### src/hw/rtl/sbc_pkg.sv
// ----------------------------------------------------------------------------
// sbc_pkg
// types, constants and helper functions of the sensorless six-step commutator
// ----------------------------------------------------------------------------
package sbc_pkg;

	localparam int CFG_IDX_W = 3;
	localparam int CFG_DATA_W = 8;

	typedef enum logic [CFG_IDX_W-1:0] {
		REG_DUTY_MIN         = 3'd0,
		REG_DUTY_MAX         = 3'd1,
		REG_START_DUTY       = 3'd2,
		REG_SPEED_INCREMENT  = 3'd3,
		REG_FIRST_PERIOD     = 3'd4,
		REG_PERIOD_DECREMENT = 3'd5,
		REG_STEPS_PER_STAGE  = 3'd6,
		REG_DEBOUNCE_SAMPLES = 3'd7
	} cfg_reg_t;

	localparam logic [7:0] RST_DUTY_MIN         = 8'd15;
	localparam logic [7:0] RST_DUTY_MAX         = 8'd250;
	localparam logic [7:0] RST_START_DUTY       = 8'd150;
	localparam logic [7:0] RST_SPEED_INCREMENT  = 8'd5;
	localparam logic [7:0] RST_FIRST_PERIOD     = 8'd22;
	localparam logic [7:0] RST_PERIOD_DECREMENT = 8'd3;
	localparam logic [7:0] RST_STEPS_PER_STAGE  = 8'd30;
	localparam logic [5:0] RST_DEBOUNCE_SAMPLES = 6'd10;

	localparam logic [6:0] REPEAT_MS      = 7'd100;
	localparam logic [5:0] DEBOUNCE_LIMIT = 6'd63;
	localparam logic [2:0] LAST_STEP      = 3'd5;

	localparam logic [1:0] PHASE_A    = 2'd0;
	localparam logic [1:0] PHASE_B    = 2'd1;
	localparam logic [1:0] PHASE_C    = 2'd2;
	localparam logic [1:0] PHASE_NONE = 2'd3;

	typedef struct packed {
		logic [7:0] duty_min;
		logic [7:0] duty_max;
		logic [7:0] start_duty;
		logic [7:0] speed_increment;
		logic [7:0] first_period_ms;
		logic [7:0] period_decrement_ms;
		logic [7:0] steps_per_stage;
		logic [5:0] debounce_samples;
	} cfg_t;

	typedef struct packed {
		logic comp_level;
		logic ms_tick;
		logic up_pressed;
		logic down_pressed;
	} in_item_t;

	typedef struct packed {
		logic [1:0] high_phase;
		logic [1:0] low_phase;
		logic [7:0] pwm_duty;
		logic [1:0] sense_phase;
		logic       sense_rising;
		logic       closed_loop;
		logic       commutated;
	} out_item_t;

	function automatic logic [7:0] clamp_duty(input logic signed [9:0] d,
			input logic [7:0] lo, input logic [7:0] hi);
		logic signed [9:0] r;
		r = d;
		if (r < $signed({2'b00, lo})) r = $signed({2'b00, lo});
		if (r > $signed({2'b00, hi})) r = $signed({2'b00, hi});
		return r[7:0];
	endfunction

	function automatic logic [1:0] step_high(input logic [2:0] s);
		logic [1:0] p;
		case (s)
			3'd0, 3'd1: p = PHASE_A;
			3'd2, 3'd3: p = PHASE_B;
			3'd4, 3'd5: p = PHASE_C;
			default:    p = PHASE_NONE;
		endcase
		return p;
	endfunction

	function automatic logic [1:0] step_low(input logic [2:0] s);
		logic [1:0] p;
		case (s)
			3'd0, 3'd5: p = PHASE_B;
			3'd1, 3'd2: p = PHASE_C;
			3'd3, 3'd4: p = PHASE_A;
			default:    p = PHASE_NONE;
		endcase
		return p;
	endfunction

	function automatic logic [1:0] step_sense(input logic [2:0] s);
		logic [1:0] p;
		case (s)
			3'd0, 3'd3: p = PHASE_C;
			3'd1, 3'd4: p = PHASE_B;
			default:    p = PHASE_A;
		endcase
		return p;
	endfunction

endpackage

### src/hw/rtl/sbc_if.sv
// ----------------------------------------------------------------------------
// sbc_in_if / sbc_out_if
// valid/ready channels for comparator samples and commutation results
// ----------------------------------------------------------------------------
interface sbc_in_if;
	logic valid;
	logic ready;
	logic comp_level;
	logic ms_tick;
	logic up_pressed;
	logic down_pressed;

	modport source (output valid, comp_level, ms_tick, up_pressed, down_pressed,
		input ready);
	modport sink (input valid, comp_level, ms_tick, up_pressed, down_pressed,
		output ready);
endinterface

interface sbc_out_if;
	logic       valid;
	logic       ready;
	logic [1:0] high_phase;
	logic [1:0] low_phase;
	logic [7:0] pwm_duty;
	logic [1:0] sense_phase;
	logic       sense_rising;
	logic       closed_loop;
	logic       commutated;

	modport source (output valid, high_phase, low_phase, pwm_duty, sense_phase,
		sense_rising, closed_loop, commutated, input ready);
	modport sink (input valid, high_phase, low_phase, pwm_duty, sense_phase,
		sense_rising, closed_loop, commutated, output ready);
endinterface

### src/hw/rtl/sbc_cfg_regs.sv
// ----------------------------------------------------------------------------
// sbc_cfg_regs
// configuration register file, write only
// ----------------------------------------------------------------------------
module sbc_cfg_regs (
	input  logic                            clk,
	input  logic                            arst_n,
	input  logic                            cfg_wr_en,
	input  logic [sbc_pkg::CFG_IDX_W-1:0]   cfg_index,
	input  logic [sbc_pkg::CFG_DATA_W-1:0]  cfg_data,
	output sbc_pkg::cfg_t                   cfg
);
	import sbc_pkg::*;

	cfg_t cfg_q;

	always_ff @(posedge clk or negedge arst_n) begin
		if (!arst_n) begin
			cfg_q.duty_min            <= RST_DUTY_MIN;
			cfg_q.duty_max            <= RST_DUTY_MAX;
			cfg_q.start_duty          <= RST_START_DUTY;
			cfg_q.speed_increment     <= RST_SPEED_INCREMENT;
			cfg_q.first_period_ms     <= RST_FIRST_PERIOD;
			cfg_q.period_decrement_ms <= RST_PERIOD_DECREMENT;
			cfg_q.steps_per_stage     <= RST_STEPS_PER_STAGE;
			cfg_q.debounce_samples    <= RST_DEBOUNCE_SAMPLES;
		end else if (cfg_wr_en) begin
			case (cfg_reg_t'(cfg_index))
				REG_DUTY_MIN:         cfg_q.duty_min            <= cfg_data;
				REG_DUTY_MAX:         cfg_q.duty_max            <= cfg_data;
				REG_START_DUTY:       cfg_q.start_duty          <= cfg_data;
				REG_SPEED_INCREMENT:  cfg_q.speed_increment     <= cfg_data;
				REG_FIRST_PERIOD:     cfg_q.first_period_ms     <= cfg_data;
				REG_PERIOD_DECREMENT: cfg_q.period_decrement_ms <= cfg_data;
				REG_STEPS_PER_STAGE:  cfg_q.steps_per_stage     <= cfg_data;
				REG_DEBOUNCE_SAMPLES: cfg_q.debounce_samples    <= cfg_data[5:0];
				default: ;
			endcase
		end
	end

	assign cfg = cfg_q;

endmodule

### src/hw/rtl/sbc_core.sv
// ----------------------------------------------------------------------------
// sbc_core
// commutation state: open-loop ramp, back-emf debounce and duty buttons
// ----------------------------------------------------------------------------
module sbc_core #(
	parameter int START_STAGES = 3
) (
	input  logic                clk,
	input  logic                arst_n,
	input  logic                take,
	input  sbc_pkg::cfg_t       cfg,
	input  sbc_pkg::in_item_t   item,
	output sbc_pkg::out_item_t  result
);
	import sbc_pkg::*;

	localparam int STAGE_W = $clog2(START_STAGES + 1);
	localparam int DEC_W = STAGE_W + 8;

	logic [2:0]         next_step_q, next_step_d;
	logic [2:0]         applied_q, applied_d;
	logic               drive_valid_q, drive_valid_d;
	logic [7:0]         duty_q, duty_d;
	logic [STAGE_W-1:0] stage_q, stage_d;
	logic [7:0]         stage_cnt_q, stage_cnt_d;
	logic [7:0]         period_q, period_d;
	logic               deb_active_q, deb_active_d;
	logic [5:0]         deb_cnt_q, deb_cnt_d;
	logic               prev_level_q;
	logic [6:0]         btn_timer_q, btn_timer_d;

	logic               open_loop;
	logic               did;
	logic               want;
	logic [5:0]         need;
	logic [DEC_W-1:0]   dec;
	logic [DEC_W-1:0]   first_w;
	logic [7:0]         stage_period;
	logic [7:0]         stage_cnt_inc;
	logic [6:0]         btn_timer_dn;

	assign open_loop = stage_q < STAGE_W'(START_STAGES);
	assign dec = DEC_W'(stage_q) * DEC_W'(cfg.period_decrement_ms);
	assign first_w = DEC_W'(cfg.first_period_ms);
	assign stage_period = (first_w > dec) ? 8'(first_w - dec) : 8'd1;
	assign stage_cnt_inc = stage_cnt_q + 8'd1;
	assign need = (cfg.debounce_samples == 6'd0) ? 6'd1 : cfg.debounce_samples;
	assign want = next_step_q[0];
	assign btn_timer_dn = (item.ms_tick && btn_timer_q != 7'd0) ?
		btn_timer_q - 7'd1 : btn_timer_q;

	always_comb begin
		next_step_d   = next_step_q;
		applied_d     = applied_q;
		drive_valid_d = drive_valid_q;
		duty_d        = duty_q;
		stage_d       = stage_q;
		stage_cnt_d   = stage_cnt_q;
		period_d      = period_q;
		deb_active_d  = deb_active_q;
		deb_cnt_d     = deb_cnt_q;
		btn_timer_d   = btn_timer_q;
		did           = 1'b0;

		if (open_loop) begin
			duty_d = clamp_duty($signed({2'b00, cfg.start_duty}), cfg.duty_min, cfg.duty_max);
			if (period_q == 8'd0) begin
				did = 1'b1;
				period_d = stage_period;
			end else if (item.ms_tick) begin
				period_d = period_q - 8'd1;
				if (period_q == 8'd1) begin
					if (stage_cnt_inc >= cfg.steps_per_stage) begin
						stage_cnt_d = 8'd0;
						stage_d = stage_q + STAGE_W'(1);
					end else begin
						stage_cnt_d = stage_cnt_inc;
					end
				end
			end
		end else begin
			if (!deb_active_q) begin
				if (item.comp_level != prev_level_q && item.comp_level == want) begin
					deb_active_d = 1'b1;
					deb_cnt_d = 6'd1;
				end
			end else if (item.comp_level == want && deb_cnt_q < DEBOUNCE_LIMIT) begin
				deb_cnt_d = deb_cnt_q + 6'd1;
			end
			if (deb_active_d && deb_cnt_d >= need) begin
				did = 1'b1;
				deb_active_d = 1'b0;
				deb_cnt_d = 6'd0;
			end

			btn_timer_d = btn_timer_dn;
			if (btn_timer_dn == 7'd0) begin
				if (item.up_pressed) begin
					if (duty_q < cfg.duty_max) begin
						duty_d = clamp_duty($signed({2'b00, duty_q}) +
							$signed({2'b00, cfg.speed_increment}), cfg.duty_min, cfg.duty_max);
						btn_timer_d = REPEAT_MS;
					end
				end else if (item.down_pressed) begin
					if (duty_q > cfg.duty_min) begin
						duty_d = clamp_duty($signed({2'b00, duty_q}) -
							$signed({2'b00, cfg.speed_increment}), cfg.duty_min, cfg.duty_max);
						btn_timer_d = REPEAT_MS;
					end
				end
			end
		end

		if (did) begin
			applied_d = next_step_q;
			drive_valid_d = 1'b1;
			next_step_d = (next_step_q >= LAST_STEP) ? 3'd0 : next_step_q + 3'd1;
		end
	end

	always_ff @(posedge clk or negedge arst_n) begin
		if (!arst_n) begin
			next_step_q   <= 3'd0;
			applied_q     <= 3'd0;
			drive_valid_q <= 1'b0;
			duty_q        <= RST_START_DUTY;
			stage_q       <= '0;
			stage_cnt_q   <= 8'd0;
			period_q      <= 8'd0;
			deb_active_q  <= 1'b0;
			deb_cnt_q     <= 6'd0;
			prev_level_q  <= 1'b0;
			btn_timer_q   <= 7'd0;
		end else if (take) begin
			next_step_q   <= next_step_d;
			applied_q     <= applied_d;
			drive_valid_q <= drive_valid_d;
			duty_q        <= duty_d;
			stage_q       <= stage_d;
			stage_cnt_q   <= stage_cnt_d;
			period_q      <= period_d;
			deb_active_q  <= deb_active_d;
			deb_cnt_q     <= deb_cnt_d;
			prev_level_q  <= item.comp_level;
			btn_timer_q   <= btn_timer_d;
		end
	end

	always_comb begin
		if (drive_valid_d) begin
			result.high_phase   = step_high(applied_d);
			result.low_phase    = step_low(applied_d);
			result.sense_phase  = step_sense(applied_d);
			result.sense_rising = ~applied_d[0];
		end else begin
			result.high_phase   = PHASE_NONE;
			result.low_phase    = PHASE_NONE;
			result.sense_phase  = PHASE_A;
			result.sense_rising = 1'b0;
		end
		result.pwm_duty    = duty_d;
		result.closed_loop = !(stage_d < STAGE_W'(START_STAGES));
		result.commutated  = did;
	end

endmodule

### src/hw/rtl/sensorless_bldc_commutator_unit.sv
// ----------------------------------------------------------------------------
// sensorless_bldc_commutator_unit
// six-step sensorless commutator, one comparator/tick/button request per item
// ----------------------------------------------------------------------------
// path: an accepted request passes the input register, then the result register, before its result is valid
// throughput: one request per cycle while the result is not stalled, set by the state update in sbc_core
// a stalled result still lets the input register take one more request
// reset: asynchronous, clears pipeline and commutation state, registers take defaults
module sensorless_bldc_commutator_unit #(
	parameter int START_STAGES = 3
) (
	input  logic                            clk,
	input  logic                            arst_n,
	sbc_in_if.sink                          sample,
	sbc_out_if.source                       drive,
	input  logic                            cfg_wr_en,
	input  logic [sbc_pkg::CFG_IDX_W-1:0]   cfg_index,
	input  logic [sbc_pkg::CFG_DATA_W-1:0]  cfg_data
);
	import sbc_pkg::*;

	cfg_t      cfg;
	in_item_t  item_s1;
	logic      valid_s1;
	out_item_t result;
	out_item_t res_s2;
	logic      valid_s2;
	logic      move_s2;
	logic      adv_s1;
	logic      take_in;

	assign move_s2 = !valid_s2 || drive.ready;
	assign adv_s1 = valid_s1 && move_s2;
	assign sample.ready = !valid_s1 || move_s2;
	assign take_in = sample.valid && sample.ready;

	sbc_cfg_regs u_cfg (
		.clk       (clk),
		.arst_n    (arst_n),
		.cfg_wr_en (cfg_wr_en),
		.cfg_index (cfg_index),
		.cfg_data  (cfg_data),
		.cfg       (cfg)
	);

	sbc_core #(.START_STAGES(START_STAGES)) u_core (
		.clk    (clk),
		.arst_n (arst_n),
		.take   (adv_s1),
		.cfg    (cfg),
		.item   (item_s1),
		.result (result)
	);

	always_ff @(posedge clk or negedge arst_n) begin
		if (!arst_n) begin
			valid_s1 <= 1'b0;
			valid_s2 <= 1'b0;
		end else begin
			if (sample.ready) valid_s1 <= sample.valid;
			if (move_s2) valid_s2 <= valid_s1;
		end
	end

	always_ff @(posedge clk) begin
		if (take_in) begin
			item_s1.comp_level   <= sample.comp_level;
			item_s1.ms_tick      <= sample.ms_tick;
			item_s1.up_pressed   <= sample.up_pressed;
			item_s1.down_pressed <= sample.down_pressed;
		end
		if (adv_s1) res_s2 <= result;
	end

	assign drive.valid        = valid_s2;
	assign drive.high_phase   = res_s2.high_phase;
	assign drive.low_phase    = res_s2.low_phase;
	assign drive.pwm_duty     = res_s2.pwm_duty;
	assign drive.sense_phase  = res_s2.sense_phase;
	assign drive.sense_rising = res_s2.sense_rising;
	assign drive.closed_loop  = res_s2.closed_loop;
	assign drive.commutated   = res_s2.commutated;

endmodule

### src/flat_wrapper.sv
// flat-port wrapper written by rule: the top's interface ports become plain ports
module sensorless_bldc_commutator_unit_flat import sbc_pkg::*;
#(
	parameter int START_STAGES = 3
)
  (clk, arst_n, cfg_wr_en, cfg_index, cfg_data, sample_valid, sample_comp_level, sample_ms_tick, sample_up_pressed, sample_down_pressed, sample_ready, drive_valid, drive_high_phase, drive_low_phase, drive_pwm_duty, drive_sense_phase, drive_sense_rising, drive_closed_loop, drive_commutated, drive_ready);
  sbc_in_if sample_i ();
  sbc_out_if drive_i ();
  input  logic clk;
  input  logic arst_n;
  input  logic cfg_wr_en;
  input  logic [sbc_pkg::CFG_IDX_W-1:0] cfg_index;
  input  logic [sbc_pkg::CFG_DATA_W-1:0] cfg_data;
  input wire logic [$bits(sample_i.valid)-1:0] sample_valid;
  input wire logic [$bits(sample_i.comp_level)-1:0] sample_comp_level;
  input wire logic [$bits(sample_i.ms_tick)-1:0] sample_ms_tick;
  input wire logic [$bits(sample_i.up_pressed)-1:0] sample_up_pressed;
  input wire logic [$bits(sample_i.down_pressed)-1:0] sample_down_pressed;
  output wire logic [$bits(sample_i.ready)-1:0] sample_ready;
  output wire logic [$bits(drive_i.valid)-1:0] drive_valid;
  output wire logic [$bits(drive_i.high_phase)-1:0] drive_high_phase;
  output wire logic [$bits(drive_i.low_phase)-1:0] drive_low_phase;
  output wire logic [$bits(drive_i.pwm_duty)-1:0] drive_pwm_duty;
  output wire logic [$bits(drive_i.sense_phase)-1:0] drive_sense_phase;
  output wire logic [$bits(drive_i.sense_rising)-1:0] drive_sense_rising;
  output wire logic [$bits(drive_i.closed_loop)-1:0] drive_closed_loop;
  output wire logic [$bits(drive_i.commutated)-1:0] drive_commutated;
  input wire logic [$bits(drive_i.ready)-1:0] drive_ready;
  assign sample_i.valid = sample_valid;
  assign sample_i.comp_level = sample_comp_level;
  assign sample_i.ms_tick = sample_ms_tick;
  assign sample_i.up_pressed = sample_up_pressed;
  assign sample_i.down_pressed = sample_down_pressed;
  assign sample_ready = sample_i.ready;
  assign drive_valid = drive_i.valid;
  assign drive_high_phase = drive_i.high_phase;
  assign drive_low_phase = drive_i.low_phase;
  assign drive_pwm_duty = drive_i.pwm_duty;
  assign drive_sense_phase = drive_i.sense_phase;
  assign drive_sense_rising = drive_i.sense_rising;
  assign drive_closed_loop = drive_i.closed_loop;
  assign drive_commutated = drive_i.commutated;
  assign drive_i.ready = drive_ready;
  sensorless_bldc_commutator_unit #(.START_STAGES(START_STAGES)) u_core (.clk(clk), .arst_n(arst_n), .sample(sample_i), .drive(drive_i), .cfg_wr_en(cfg_wr_en), .cfg_index(cfg_index), .cfg_data(cfg_data));
endmodule
### config.mk
export PLATFORM = sky130hd
export DESIGN_NAME = sensorless_bldc_commutator_unit_flat
export DESIGN_NICKNAME = d
export VERILOG_FILES = /design/src/hw/rtl/sbc_pkg.sv /design/src/hw/rtl/sbc_if.sv /design/src/hw/rtl/sbc_cfg_regs.sv /design/src/hw/rtl/sbc_core.sv /design/src/hw/rtl/sensorless_bldc_commutator_unit.sv /design/src/flat_wrapper.sv
export SDC_FILE = /design/constraint.sdc
export NUM_CORES = 1
export LEC_CHECK = 0
export ABC_CLOCK_PERIOD_IN_PS = 11900
export BUFFER_PORTS_ARGS = -buffer_cell sky130_fd_sc_hd__buf_2
export CORE_MARGIN = 2
export CORE_UTILIZATION = 65
export CTS_CLUSTER_SIZE = 30
export DETAILED_ROUTE_END_ITERATION = 7
export PLACE_DENSITY = 0.94
export RECOVER_POWER = 100
export SYNTH_ARGS = -nofsm -noshare
export SYNTH_HDL_FRONTEND = slang
export SYNTH_SLANG_ARGS = --single-unit
### constraint.sdc
create_clock -name clk -period 11.9 [get_ports clk]
set_input_delay 2.38 -clock clk [delete_from_list [all_inputs] [get_ports clk]]
set_output_delay 2.38 -clock clk [all_outputs]
set_load 0.1 [all_outputs]
==> results of run 1 <==
metal layers:
| metal | part of all wire | routed length (um) | vias to the layer above |
|---|---|---|---|
| met4 | 0.038 | 942 | 0 |
| met1 | 0.41 | 10300 | 3918 |
| met5 | 0 | 0 | - |
| met2 | 0.47 | 11800 | 408 |
| met3 | 0.074 | 1830 | 100 |
| li1 | - | - | 3726 |
where the power goes:
group / switching, mW / leakage, nW / internal [mW]
Sequential: 0.139 / 1.55 / 0.608
Clock: 0.205 / 0.275 / 0.326
Combinational: 1.19 / 2.95 / 0.797
worst register-to-register path, stage by stage (launching register included):
cell and delay [ps]:
dfstp_2 660, ha_1 280, nor2b_1 150, o31a_1 290
o41a_1 370, a21oi_1 200, xnor2_1 140, ha_1 260
nand2_1 70, nor2_1 40, a2111oi_0 410, ha_1 360
clkinv_1 300, a31oi_1 220, o21ai_0 100, a211o_1 290
ha_1 300, and2_0 200, a41oi_1 290, o2111ai_1 220
nand2_1 410, mux2_2 390, o21ai_0 210, o31ai_2 90
mux2_1 320
kinds of logic after synthesis:
group	after synthesis
compound gates	242
fa+ha+maj	119
xor+xnor	38
simple gates	283
mux	91
flops	133
buf+inv	96
placed cells by master (no fill, tap or decap), types with 26 or more instances in the layout:
master / netlist / final
a21oi_1: 40 / 40
clkbuf_1: 16 / 26
dfrtp_1: 81 / 81
dfstp_2: 31 / 30
ha_1: 115 / 115
inv_1: 69 / 69
mux2_2: 74 / 70
nand2_1: 82 / 82
nand2b_1: 26 / 26
nor2_1: 50 / 50
o21ai_0: 77 / 79
xnor2_1: 26 / 26
area by class of cell:
type / instances / area [sq um] / area share
sequential: 133 / 3470 / 0.326
clock buffer: 17 / 425 / 0.0399
clock inverter: 15 / 163 / 0.0153
multi-input combinational: 773 / 5910 / 0.554
timing repair buffer: 45 / 198 / 0.0185
inverter: 71 / 267 / 0.0250
tap: 184 / 230 / 0.0216
state kept, by name, indices dropped and copies added, names as in the netlist, 2 cells and up:
name and cells:
u_core.drive.high_phase 2, u_core.drive.low_phase 2, u_core.drive.pwm_duty 8, u_core.drive.sense_phase 2
u_core.item_s1 4, u_core.u_cfg.cfg 62, u_core.u_core.applied_q 3, u_core.u_core.btn_timer_q 7
u_core.u_core.deb_cnt_q 6, u_core.u_core.duty_q 8, u_core.u_core.next_step_q 3, u_core.u_core.period_q 8
u_core.u_core.stage_cnt_q 8, u_core.u_core.stage_q 2
path summary, 6_finish.rpt:
path	start	end	slack (ps)	depth (start not counted)
hold / removal	u_core.u_core.prev_level_q$_DFFE_PN0P_	u_core.u_core.prev_level_q$_DFFE_PN0P_	500	2
max in group clk	u_core.u_core.duty_q[1]$_DFFE_PN1P_	u_core.u_core.duty_q[2]$_DFFE_PN1P_	5240	24
setup reg to reg	u_core.u_core.duty_q[1]$_DFFE_PN1P_	u_core.u_core.duty_q[2]$_DFFE_PN1P_	5240	24
setup / recovery	arst_n	u_core.u_cfg.cfg[44]$_DFFE_PN0P_	4530	2
min in group asynchronous	arst_n	u_core.u_core.drive_valid_q$_DFFE_PN0P_	2200	1
hold reg to reg	u_core.u_core.prev_level_q$_DFFE_PN0P_	u_core.u_core.prev_level_q$_DFFE_PN0P_	500	2
==> flow_summary.json, run 1 <==
{
  "status": "finished with violations",
  "violations": "max-capacitance violations, max-slew violations",
  "avgSynthCellArea_sq_um": 9.76,
  "final_area_sq_mm": 0.0107,
  "yosysSeqAreaShare": 0.355,
  "vias_per_cell": 6.58,
  "post_cts_buffers": 0,
  "io_buffer_count": 38,
  "final_core_util": 0.731,
  "fin_hold_ws_ps": 501,
  "core_sq_mm": 0.0146,
  "root_buffer": "clkbuf_16",
  "cts_htree_levels": 4,
  "hold_class": "flop to flop",
  "rsz0062_at_grt": "false",
  "hold_viol_final": 0,
  "crit_chain": "clkbuf_1 > clkbuf_1",
  "cp.buffers_inverters": 2,
  "synth_compound_gate_area_share": 0.164,
  "yosys.area.top_type": "dfrtp_1",
  "synth_simple_gate_area_frac": 0.149,
  "crit_fanout": 91,
  "fin_tns_setup_ps": 0,
  "die_w_um": 127,
  "initial_core_util": 0.670,
  "grt_util_met2": 0.519,
  "postCtsResizedCells": 0,
  "final_nets": 1180,
  "synth_common_cells": "115 x ha_1, 82 x nand2_1, 81 x dfrtp_1",
  "slowest_stage": "clkbuf_1",
  "track_usage": 0.321,
  "place_ws_ps": 5510,
  "die_area_sq_mm": 0.0160,
  "peakVddDrop_uv": 157,
  "use_met1": 0.412,
  "synth_edf_count": 21,
  "synthArstFlopShare": 0.842,
  "fin_total_pwr_mw": 3.26,
  "grt_pass1_wl_mm": 40.6,
  "path_class": "input pin to async pin",
  "syn_to_final_growth_pct": 9.07,
  "antenna_found_initial": 0,
  "ctsLongestPathBuffers": 2,
  "io_pins": 39,
  "diodes": 0,
  "netlist_area_sq_mm": 0.00978,
  "report.final.slew_viol_count": 121,
  "cts_buffers": 17,
  "overflow": 0,
  "std_cell_rows": 44,
  "cap_violations": 2,
  "grt_max_degree": 92,
  "placed_cell_area_sq_mm": 0.0101,
  "cts.sinks": 133,
  "min_period_over_period": 0.619,
  "ctsHoldBuffers": 0,
  "hpwl_mm": 17.4,
  "synthAdderAreaFrac": 0.155,
  "synth_fp_nets": 1141,
  "use_met3": 0.0595,
  "path_clk_slew_ps": 60,
  "p_per_area_mw_per_mm2": 306,
  "timing.final.crit_period_ps": 7370,
  "finClkSkew_ps": 8.45,
  "setup_viol": 0,
  "p_leak_nw": 4.77,
  "die_h_um": 127,
  "grt_pass1_vias": 8202,
  "arrival_ps": 6750,
  "gp_congestion": 1.03,
  "cp-start-kind": "input pin",
  "fmax_ghz": 0.136,
  "drc_errors": 0,
  "synthMuxAreaShare": 0.103,
  "routed_wl_mm": 24.8,
  "drtIter0Drc": 952,
  "detail-route-antenna-nets": 0,
  "synthXorXnorAreaFrac": 0.0340,
  "tightest_slew_ps": 4780,
  "tritoncts": "built",
  "synth_top_family_by_area": "compound AO/OA/AOI/OAI gates",
  "endpoint_kind": "async pin",
  "slew_headroom": -2.19,
  "cp_top_family": "buffers and inverters",
  "routed-via-count": 8152,
  "fin_ws_ps": 4530,
  "post-place-cells": 1206,
  "synth_seq_cells": 133,
  "fin_cells": 1238,
  "drtPass1Iterations": 6,
  "synthCells": 1002,
  "yosys-top-cells-area": "dfrtp_1 21%, ha_1 15%, mux2_2 8.5%, dfstp_2 8.3%, edfxtp_1 6.4%",
  "drive_above_1_share": 0.152,
  "yosys_warnings": 0,
  "fill_cells": 954,
  "synth_top_area_share": 0.207,
  "max_stage_delay_ps": 3400,
  "ys_types": 82,
  "cp.required_ps": 11290,
  "grt-busiest-layer": "met2",
  "clock_latency_ps": 430,
  "synth_ff_type": "dfrtp_1",
  "wire_per_inst_um": 20.0,
  "cpMostUsedCell": "clkbuf_1",
  "yosysMostFrequentCell": "ha_1"
}
Note: power is estimated with default switching activity, not from simulation.
==> inputs of run 2 (changes only) <==
ABC_AREA = 1   (was not set)
ABC_CLOCK_PERIOD_IN_PS = 7000   (was 11900)
CORE_UTILIZATION = 63   (was 65)
PLACE_DENSITY = 0.92   (was 0.94)
clock period = 7 ns   (was 11.9 ns; I/O delays follow)
==> flow_summary.json, run 2 <==
{
  "routed_wl_mm": 25.8,
  "io_pins": 39,
  "syn_to_final_growth_pct": 8.58,
  "p_per_area_mw_per_mm2": 446,
  "cap_violations": 1,
  "timing.final.crit_period_ps": 5390,
  "rsz0062_at_grt": "false",
  "max_stage_delay_ps": 550,
  "die_w_um": 129,
  "hold_viol_final": 0,
  "final_common_cell": "nand2_1",
  "synth_edf_count": 21,
  "final_core_util": 0.702,
  "finClkSkew_ps": 7.71,
  "r2r_start": "u_core.u_cfg.cfg[32]$_DFFE_PN1P_",
  "cts_buffers": 17,
  "yosys.area.top_type": "dfrtp_1",
  "die_area_sq_mm": 0.0166,
  "fin_tns_setup_ps": 0,
  "whs_path_depth": 1,
  "synth_ff_type": "dfrtp_1",
  "yosys_warnings": 0,
  "grt_max_degree": 64,
  "grt_pass1_wl_mm": 42.1,
  "largest_reg_flops": 62,
  "yosysSeqAreaShare": 0.353,
  "drtPass1Iterations": 6,
  "cp-start-kind": "flop",
  "avgSynthCellArea_sq_um": 7.60,
  "status": "finished with violations",
  "synth_top_area_share": 0.206,
  "met2WireLength_mm": 12.6,
  "whs_endpoint": "u_core.u_core.drive_valid_q$_DFFE_PN0P_",
  "top_layer_used": "met4",
  "die_h_um": 129,
  "ctsHoldBuffers": 0,
  "slowest_stage": "dfstp_2",
  "yosys-top-cells-area": "dfrtp_1 21%, ha_1 15%, nand2_1 13%, dfstp_2 8.3%, inv_1 7.0%",
  "diodes": 0,
  "root_buffer": "clkbuf_16",
  "slew_headroom": -1.42,
  "synth_common_cells": "343 x nand2_1, 183 x inv_1, 115 x ha_1, 115 x o21ai_0, 84 x nand3_1",
  "dr_wl_met3_mm": 2.08,
  "wl_met1_mm": 10.0,
  "hold_class": "flop to flop",
  "regToRegEndpoint": "u_core.drive.pwm_duty[4]$_DFFE_PP_",
  "drtIter0Drc": 938,
  "setup_viol": 0,
  "core_sq_mm": 0.0152,
  "io_buffer_count": 38,
  "netlist_area_sq_mm": 0.00983,
  "antenna_found_initial": 0,
  "fin_hold_ws_ps": 488,
  "wire_per_inst_um": 16.9,
  "crit_fanout": 13,
  "grt_pass1_vias": 8941,
  "overflow": 0,
  "postCtsResizedCells": 0,
  "ctsLongestPathBuffers": 2,
  "cpMostUsedCell": "nand2_1",
  "clock_latency_ps": 430,
  "placed_cell_area_sq_mm": 0.0102,
  "place_ws_ps": 1790,
  "std_cell_rows": 45,
  "cp.required_ps": 7170,
  "final_area_sq_mm": 0.0107,
  "yosysMostFrequentCell": "nand2_1",
  "fmax_ghz": 0.186,
  "min_period_over_period": 0.770,
  "vias_per_cell": 5.95,
  "report.final.slew_viol_count": 64,
  "detail-route-antenna-nets": 0,
  "endpoint_kind": "flop",
  "r2r_slack_ps": 1610,
  "hold_start": "u_core.u_core.drive_valid_q$_DFFE_PN0P_",
  "tightest_slew_ps": 3640,
  "drive_above_1_share": 0.0781,
  "peakVddDrop_uv": 249,
  "mostFrequentLayoutCells": "343 x nand2_1, 183 x inv_1, 119 x o21ai_0",
  "path_class": "flop to flop",
  "ys_types": 52,
  "initial_core_util": 0.646,
  "hpwl_mm": 19.0,
  "violations": "max-capacitance violations, max-slew violations",
  "post_cts_buffers": 0,
  "cts.sinks": 133,
  "tritoncts": "built",
  "reg2regPathDepth": 29,
  "drc_errors": 0,
  "gp_congestion": 1.02,
  "cts_htree_levels": 4,
  "path_clk_slew_ps": 60,
  "synth_fp_nets": 1432,
  "fin_ws_ps": 1610,
  "final_nets": 1470,
  "synthArstFlopShare": 0.842,
  "synthCells": 1293,
  "track_usage": 0.326,
  "synth_seq_cells": 133,
  "routed-via-count": 9114,
  "p_leak_nw": 5.46,
  "arrival_ps": 5560
}
[run 2: metal layers]
metal	vias to the layer above	track usage
met2	429	0.550
met3	99	0.0719
met1	4234	0.396
li1	4352	-
met4	0	0.160
met5	-	0
[run 2: logic make-up after synthesis]
kind of cell / count (synthesis) / share of synthesized area
AOI/OAI and AO/OA: 243 / 0.140
buffers and inverters: 218 / 0.0851
muxes: 1 / 0.00115
adders and majority gates: 119 / 0.155
xor gates and xnor gates: 28 / 0.0250
DFF: 133 / 0.353
and+or+nand+nor: 551 / 0.241
[run 2: worst max-delay path: cells and delay by family (launching register included)]
family	cells	cell delay, ps
flops	1	550
simple gates	14	1740
buf+inv	3	320
fa+ha+maj	4	1420
compound gates	8	1120
[run 2: per-stage QoR]
step	cells	total power, mW
4_1_cts	1532	4.71
2_1_floorplan	1293	3.23
3_3_place_gp	1500	3.72
3_5_place_dp	1500	3.84
6_report	1532	4.75
5_1_grt	1532	5.16
[run 2: worst max-delay path by stage]
stage,start,depth (start not counted),endpoint,slack (ps)
floorplan,u_core.u_cfg.cfg[30]$_DFFE_PN1P_,29,u_core.drive.pwm_duty[3]$_DFFE_PP_,2320
finish,u_core.u_cfg.cfg[32]$_DFFE_PN1P_,29,u_core.drive.pwm_duty[4]$_DFFE_PP_,1610
global route,u_core.u_core.duty_q[0]$_DFFE_PN0P_,30,u_core.u_core.duty_q[1]$_DFFE_PN1P_,1080
global placement,u_core.u_cfg.cfg[30]$_DFFE_PN1P_,30,u_core.drive.pwm_duty[6]$_DFFE_PP_,1960
CTS,u_core.u_cfg.cfg[30]$_DFFE_PN1P_,30,u_core.drive.pwm_duty[6]$_DFFE_PP_,1750
detailed placement,u_core.u_cfg.cfg[30]$_DFFE_PN1P_,30,u_core.drive.pwm_duty[6]$_DFFE_PP_,1790
[run 2: power by group]
group	internal, mW	leakage (nW)	switching (mW)
combinational	0.907	3.70	1.88
clock	0.516	0.268	0.332
sequential	0.975	1.50	0.148
[run 2: final cells by class]
type,count,area (sq um)
clock buffers,20,437
clock inverters,12,113
fillers,1160,4530
inverters,197,742
multi-input cells,942,5500
flip-flops and latches,133,3470
well taps,188,235
repair buffers,40,170
==> inputs of run 3 (changes only) <==
ABC_AREA = 0   (was 1)
ABC_CLOCK_PERIOD_IN_PS = 4500   (was 7000)
CORE_UTILIZATION = 57   (was 63)
PLACE_DENSITY = 0.88   (was 0.92)
clock period = 4.5 ns   (was 7 ns; I/O delays follow)
==> flow_summary.json, run 3 (synthesis results as in run 1) <==
{
  "path_class": "flop to flop",
  "setup_viol": 23,
  "fill_cells": 979,
  "routed_wl_mm": 36.4,
  "syn_to_final_growth_pct": 28.0,
  "rsz0062_at_grt": "true",
  "routed-via-count": 9809,
  "min_period_over_period": 1.34,
  "cts.sinks": 133,
  "grt_max_degree": 80,
  "crit_start": "u_core.u_core.duty_q[0]$_DFFE_PN0P_",
  "fmax_ghz": 0.166,
  "drc_errors": 5,
  "drtPass1Iterations": 8,
  "slowest_stage": "a2111oi_4",
  "wire_per_inst_um": 25.9,
  "root_buffer": "clkbuf_16",
  "drtIter0Drc": 1627,
  "detail-route-antenna-nets": 0,
  "core_sq_mm": 0.0167,
  "die_area_sq_mm": 0.0182,
  "die_h_um": 135,
  "drive_above_1_share": 0.327,
  "mostFrequentLayoutCells": "119 x buf_4, 100 x ha_1, 80 x dfrtp_1",
  "post-place-cells": 1338,
  "cp-start-kind": "flop",
  "antenna_found_initial": 0,
  "arrival_ps": 6360,
  "io_buffer_count": 38,
  "cts_htree_levels": 4,
  "endpoint_kind": "flop",
  "status": "finished with violations",
  "gp_congestion": 0.953,
  "tritoncts": "built",
  "fin_cells": 1406,
  "vias_per_cell": 6.98,
  "overflow": 0,
  "cts_buffers": 17,
  "r2r_slack_ps": -1520,
  "initial_core_util": 0.585,
  "report.final.slew_viol_count": 80,
  "reg2regPathDepth": 30,
  "hold_viol_final": 0,
  "grt_pass1_vias": 9698,
  "std_cell_rows": 47,
  "die_w_um": 135,
  "diodes": 0,
  "final_area_sq_mm": 0.0125,
  "final_nets": 1312,
  "grt_pass1_wl_mm": 51.0,
  "violations": "design-rule violations, max-capacitance violations, max-slew violations, negative setup slack",
  "clock_latency_ps": 450,
  "max_stage_delay_ps": 450,
  "crit_end": "u_core.u_core.duty_q[0]$_DFFE_PN0P_",
  "hpwl_mm": 19.6,
  "fin_hold_ws_ps": 504,
  "io_pins": 39,
  "fin_ws_ps": -1520,
  "slew_headroom": -0.363,
  "r2r_start": "u_core.u_core.duty_q[0]$_DFFE_PN0P_",
  "tightest_slew_ps": 2040,
  "timing.final.crit_period_ps": 6020,
  "largest_reg_flops": 62,
  "placed_cell_area_sq_mm": 0.0110,
  "finClkSkew_ps": 16.6,
  "cp.required_ps": 4830,
  "ctsLongestPathBuffers": 2,
  "cap_violations": 1,
  "final_common_cell": "buf_4",
  "track_usage": 0.366,
  "crit_fanout": 6,
  "regToRegEndpoint": "u_core.u_core.duty_q[0]$_DFFE_PN0P_",
  "hold_class": "flop to flop",
  "path_clk_slew_ps": 60
}
==> run 3: cell count changes in the layout (fill, tap and decap cells not counted), sizes merged, moves of 17 or more <==
cell    change
a21o       +17
a21oi      -31
buf       +136
inv       -123
mux2       +75
nand2     -268
nand2b     +26
nand3      -71
nand4      -21
o21ai      -45
xnor2      +20
==> run 3: final cells by class <==
| class | count | area [sq um] | area share |
|---|---|---|---|
| clock inverter | 11 | 170 | 0.0136 |
| inverter | 71 | 282 | 0.0225 |
| clock buffer | 21 | 472 | 0.0377 |
| timing repair buffer | 177 | 1240 | 0.0993 |
| tap | 220 | 275 | 0.0220 |
| sequential | 133 | 3470 | 0.278 |
| multi-input combinational | 773 | 6600 | 0.527 |
==> run 3: what timing repair did <==
item | CTS | global route
pin swaps | 45 | 27
endpoints found under the setup margin | 16 | 16
hold endpoints to repair | 0 | 0
hold buffers | 0 | 0
gates resized for setup | 96 | 29
cloned | 0 | 0
buffers inserted | 29 | 10
==> run 3: through the flow <==
step / util / setup TNS, ps / setup slack, ps
6_report: 0.749 / -23780 / -1520
5_1_grt: 0.749 / -26210 / -1540
4_1_cts: 0.737 / -10620 / -752
3_5_place_dp: 0.659 / -15040 / -1090
3_3_place_gp: 0.659 / -12480 / -883
2_1_floorplan: - / -8190 / -653
==> run 3: worst min-delay path by stage <==
stage / startpoint / to / slack [ps] / depth (start not counted)
after floorplan: u_core.valid_s1$_DFFE_PN0N_ / u_core.drive.valid$_DFFE_PN0P_ / 460 / 1
after global routing: u_core.u_cfg.cfg[18]$_DFFE_PN0P_ / u_core.u_cfg.cfg[18]$_DFFE_PN0P_ / 540 / 1
after CTS: u_core.valid_s1$_DFFE_PN0N_ / u_core.drive.valid$_DFFE_PN0P_ / 510 / 1
after global placement: u_core.valid_s1$_DFFE_PN0N_ / u_core.drive.valid$_DFFE_PN0P_ / 470 / 1
after detailed placement: u_core.valid_s1$_DFFE_PN0N_ / u_core.drive.valid$_DFFE_PN0P_ / 480 / 1
final: u_core.valid_s1$_DFFE_PN0N_ / u_core.drive.valid$_DFFE_PN0P_ / 500 / 1
==> run 3: critical path: cells and delay by family (launching register included) <==
| kind | cells | cell delay (ps) |
|---|---|---|
| AOI/OAI and AO/OA | 13 | 2560 |
| adders and majority gates | 5 | 1360 |
| xor gates and xnor gates | 1 | 170 |
| and+or+nand+nor | 3 | 310 |
| muxes | 1 | 270 |
| buffers and inverters | 7 | 760 |
| DFF | 1 | 440 |
==> run 3: metal layers <==
| layer | routed length, um | track usage |
|---|---|---|
| met5 | 0 | 0 |
| met4 | 3430 | 0.231 |
| met3 | 4610 | 0.112 |
| met2 | 15900 | 0.578 |
| met1 | 12400 | 0.435 |
Power of run 3 is not shown: default switching activity piles up to over one toggle a cycle in this logic, so the estimate is an artifact.
